<file path="config.mk">
export PLATFORM = sky130hd
export DESIGN_NAME = ries_div
export DESIGN_NICKNAME = d
export VERILOG_FILES = /design/src/rtl/core/ries_pkg.sv /design/src/rtl/core/ries_div.sv
export SDC_FILE = /design/constraint.sdc
export NUM_CORES = 1
export LEC_CHECK = 0
export BUFFER_PORTS_ARGS = -buffer_cell sky130_fd_sc_hd__clkbuf_2
export CAP_MARGIN = 20
export CORE_MARGIN = 4
export CORE_UTILIZATION = 45
export CTS_CLUSTER_DIAMETER = 120
export CTS_CLUSTER_SIZE = 8
export DETAILED_ROUTE_END_ITERATION = 16
export PLACE_DENSITY_LB_ADDON = 0.1
export REMOVE_ABC_BUFFERS = 1
export SYNTH_ARGS = -nofsm -noshare
export SYNTH_HDL_FRONTEND = slang
export SYNTH_SLANG_ARGS = --single-unit
export TNS_END_PERCENT = 100
</file>
<file path="constraint.sdc">
create_clock -name clk -period 3.1 [get_ports clk]
set_clock_uncertainty 0.1 [all_clocks]
set_input_delay 0.62 -clock clk [delete_from_list [all_inputs] [get_ports clk]]
set_output_delay 0.62 -clock clk [all_outputs]
set_load 0.02 [all_outputs]
</file>
<file path="src/rtl/core/ries_pkg.sv">
// shared types and constants for the region interpolated energy scaler
// no dependencies
package ries_pkg;

    localparam int MAX_REGIONS_DEF = 8;
    localparam int ENTRIES_PER_REGION_DEF = 64;

    localparam logic [1:0] OP_LOAD_WORD = 2'd0;
    localparam logic [1:0] OP_LOAD_BOUND = 2'd1;
    localparam logic [1:0] OP_SCALE = 2'd2;

    localparam logic [1:0] CFG_BIN_WIDTH = 2'd0;
    localparam logic [1:0] CFG_POINTS = 2'd1;
    localparam logic [1:0] CFG_BOUNDS = 2'd2;

    localparam logic [31:0] BIN_WIDTH_RST = 32'd65536;
    localparam logic [5:0] POINTS_RST = 6'd2;
    localparam logic [15:0] UNITY_Q14 = 16'h4000;

    typedef struct packed {
        logic        start;
        logic [31:0] rem_init;
        logic [31:0] num;
        logic [5:0]  steps;
    } ries_div_req_t;

    typedef struct packed {
        logic        word_en;
        logic        bound_en;
        logic [8:0]  addr;
        logic [15:0] value;
    } ries_wr_t;

endpackage

</file>
<file path="src/rtl/core/ries_div.sv">
// shared restoring divider, one quotient bit per cycle
// depends on ries_pkg
module ries_div
    import ries_pkg::*;
(
    input  logic          clk,
    input  logic          rst_n,
    input  ries_div_req_t req,
    input  logic [31:0]   den,
    output logic          done,
    output logic [31:0]   quot,
    output logic [31:0]   rem
);

    logic [31:0] rem_reg, rem_next;
    logic [31:0] num_reg, num_next;
    logic [31:0] quot_reg, quot_next;
    logic [5:0]  cnt_reg, cnt_next;
    logic        done_reg, done_next;
    logic [32:0] trial;
    logic        fits;

    always_comb
    begin
        rem_next = rem_reg;
        num_next = num_reg;
        quot_next = quot_reg;
        cnt_next = cnt_reg;
        done_next = 1'b0;
        trial = {rem_reg, num_reg[31]};
        fits = trial >= {1'b0, den};
        if (req.start)
        begin
            rem_next = req.rem_init;
            num_next = req.num;
            quot_next = '0;
            cnt_next = req.steps;
        end
        else if (cnt_reg != '0)
        begin
            rem_next = fits ? 32'(trial - {1'b0, den}) : trial[31:0];
            num_next = {num_reg[30:0], 1'b0};
            quot_next = {quot_reg[30:0], fits};
            cnt_next = cnt_reg - 6'd1;
            done_next = cnt_reg == 6'd1;
        end
    end

    always_ff @(posedge clk or negedge rst_n)
    begin
        if (!rst_n)
        begin
            cnt_reg <= '0;
            done_reg <= 1'b0;
        end
        else
        begin
            cnt_reg <= cnt_next;
            done_reg <= done_next;
        end
    end

    always_ff @(posedge clk)
    begin
        rem_reg <= rem_next;
        num_reg <= num_next;
        quot_reg <= quot_next;
    end

    assign done = done_reg;
    assign quot = quot_reg;
    assign rem = rem_reg;

endmodule

</file>
==> reports/results.ini <==
[timing]
slew_violations=0
clock.fmax_mhz=334
whs_ps=376
rsz0062_at_grt=true
period_share=0.966
slew_headroom=0.681
worst_slew_pin_slew_ps=474
min_period_ps=3000
finalSetupViolCount=0
hold_violations=0

[synth]
yosys.area.top_type=edfxtp_1
netlist_area_sq_um=6250
syn-instance-count=610
ys_top_cells_by_area=edfxtp_1 (31%), dfxtp_1 (10%), mux2_2 (9.9%)
synth.most_common_cell=a21oi_1
synth_seq_cells=103
synth_top_area_frac=0.308
yosysWarnings=0
syn_avg_cell_area_sq_um=10.2
synthTopCellsByCount=a21oi_1 (66), edfxtp_1 (64), mux2_2 (55)
ys_seq_area_frac=0.438
synth_edf_count=64
async_reset_ff_frac=0.0680
synth-main-ff-cell=edfxtp_1
synthDistinctLibCells=55

[cts]
htreeDepth=3
cts-buffers-inserted=9
cts-root-buf=clkbuf_16
tritoncts=built
path_clk_slew_ps=80
cts.sinks=103
clk_path_buf_depth=2
clkLatencyLatePin_ps=360

[worst_setup_path]
timing.rr.end=rem[18]
r2r_start=num_reg[31]
reg2regPathDepth=14
crit_arrival_ps=3010
cp-start-kind=register
path_class=register to register
crit_start=num_reg[31]
crit_path_end_kind=register
worstPathMaxFanout=3
r2r_setup_slack_ps=100
cp_data_required_time_ps=3110

[floorplan]
die_w_um=126
core_sq_um=13400
io_pins=170
die_h_um=126
die_area_sq_um=15800
initial_core_util=0.466
row_count=42

[grt]
grt_max_degree=40
grt_pass1_wl_um=26800
grt_usage=0.207
grt_pass1_vias=5553
grt_overflow=0
grt_antenna_before_repair=0

[layout]
antenna_cells=0
area_growth_syn_to_layout_pct=35.3
final_nets=999
final_util=0.631
nFillCells=1171
drive_gt1_frac=0.427

[min_path]
hold_class=primary input to register
hold_start=req[2]
hold_depth=3
hold_end=cnt_reg[2]

[detailed_routing]
wl_per_cell_um=16.1
viasPerCell=5.30
drt_wl_total_um=16700
dr_total_vias=5509
firstDrtPassIters=5
drc=0
drtIter0Drc=271
drtAntennaViolNets=0

[placement]
port_buffers=169
routabilityCongestion=0.885
hpwl_um=12700

[power]
total_power_mw=8.13
power_density_nw_per_um2=962
vdd_ir_drop_max_mv=0.342
p_leak_nw=3.91

[job]
drv_cap=0

[run_status]
outcome=complete, no violations

==> power by group <==
part           internal (mW)  total, mW  switching (mW)
clock                  0.657       1.24           0.582
sequential              1.86       2.10           0.241
combinational           2.30       4.79            2.49
==> final cells by class <==
class | count | area (sq um) | share of cell area
Clock buffer | 9 | 225 | 0.0266
Clock inverter | 7 | 95.1 | 0.0112
Inverter | 43 | 161 | 0.0191
Multi-Input combinational cell | 436 | 3390 | 0.401
Sequential cell | 103 | 2740 | 0.324
Tap cell | 176 | 220 | 0.0260
Timing Repair Buffer | 266 | 1630 | 0.192
==> through the flow <==
stage	area (sq um)	setup TNS [ps]	setup WS [ps]	instances
2_1_floorplan	6120	-124900	-1840	581
3_3_place_gp	7900	-4630	-240	1015
3_5_place_dp	7900	-6320	-300	1015
4_1_cts	8250	0	1.45	1032
5_1_grt	8460	-95.5	-54.3	1040
6_report	8460	0	105	1040
==> layout by cell type (no fill, tap or decap), types with 18 or more instances in the layout <==
cell / synthesis / final
clkbuf_2: 0 / 168
nand2_1: 41 / 40
xnor2_1: 18 / 18
a22o_1: 34 / 34
dfxtp_1: 32 / 32
inv_1: 42 / 40
a21oi_1: 66 / 62
buf_4: 1 / 90
ha_1: 34 / 29
edfxtp_1: 64 / 64
nor2_1: 39 / 38
mux2_2: 55 / 55
==> critical path: stages, from the launching register on <==
cell,delay [ps]
edfxtp_1,390
inv_1,80
ha_2,180
inv_2,40
fa_2,390
a21o_1,210
a221oi_4,290
buf_4,170
or4_4,130
nand2_2,60
nor2_4,110
o21bai_1,100
xnor2_1,180
a21oi_1,80
mux2_2,260
==> how the worst max path moves through the flow <==
stage / to / slack, ps
final: rem[18] / 100
after global routing: rem[18] / -50
after CTS: rem[28] / 1
after detailed placement: rem[19] / -300
after global placement: rem[27] / -240
after floorplan: num_reg[0] / -1840
==> what timing repair did <==
item                                   CTS  global route
gates resized for setup                  1            30
cloned                                   0             2
endpoints found under the hold margin    7             0
buffers inserted                         0             6
hold buffers                             1             0
pin swaps                                0            15
setup endpoints to repair                1            32
==> kinds of logic after synthesis <==
kind of cell / count (synthesis) / share of synthesized area
and+or+nand+nor: 134 / 0.102
adders and majority gates: 35 / 0.0713
muxes: 58 / 0.104
buffers and inverters: 72 / 0.0463
DFF: 103 / 0.438
AOI/OAI and AO/OA: 176 / 0.194
xor gates and xnor gates: 32 / 0.0449
==> routing by layer <==
layer	wire, um	up-vias	GRT usage
li1	-	2738	-
met1	7080	2588	0.259
met4	292	0	0.0662
met3	1040	21	0.0436
met5	0	-	0
met2	8310	162	0.358
Note: power is estimated with default switching activity, not from simulation.
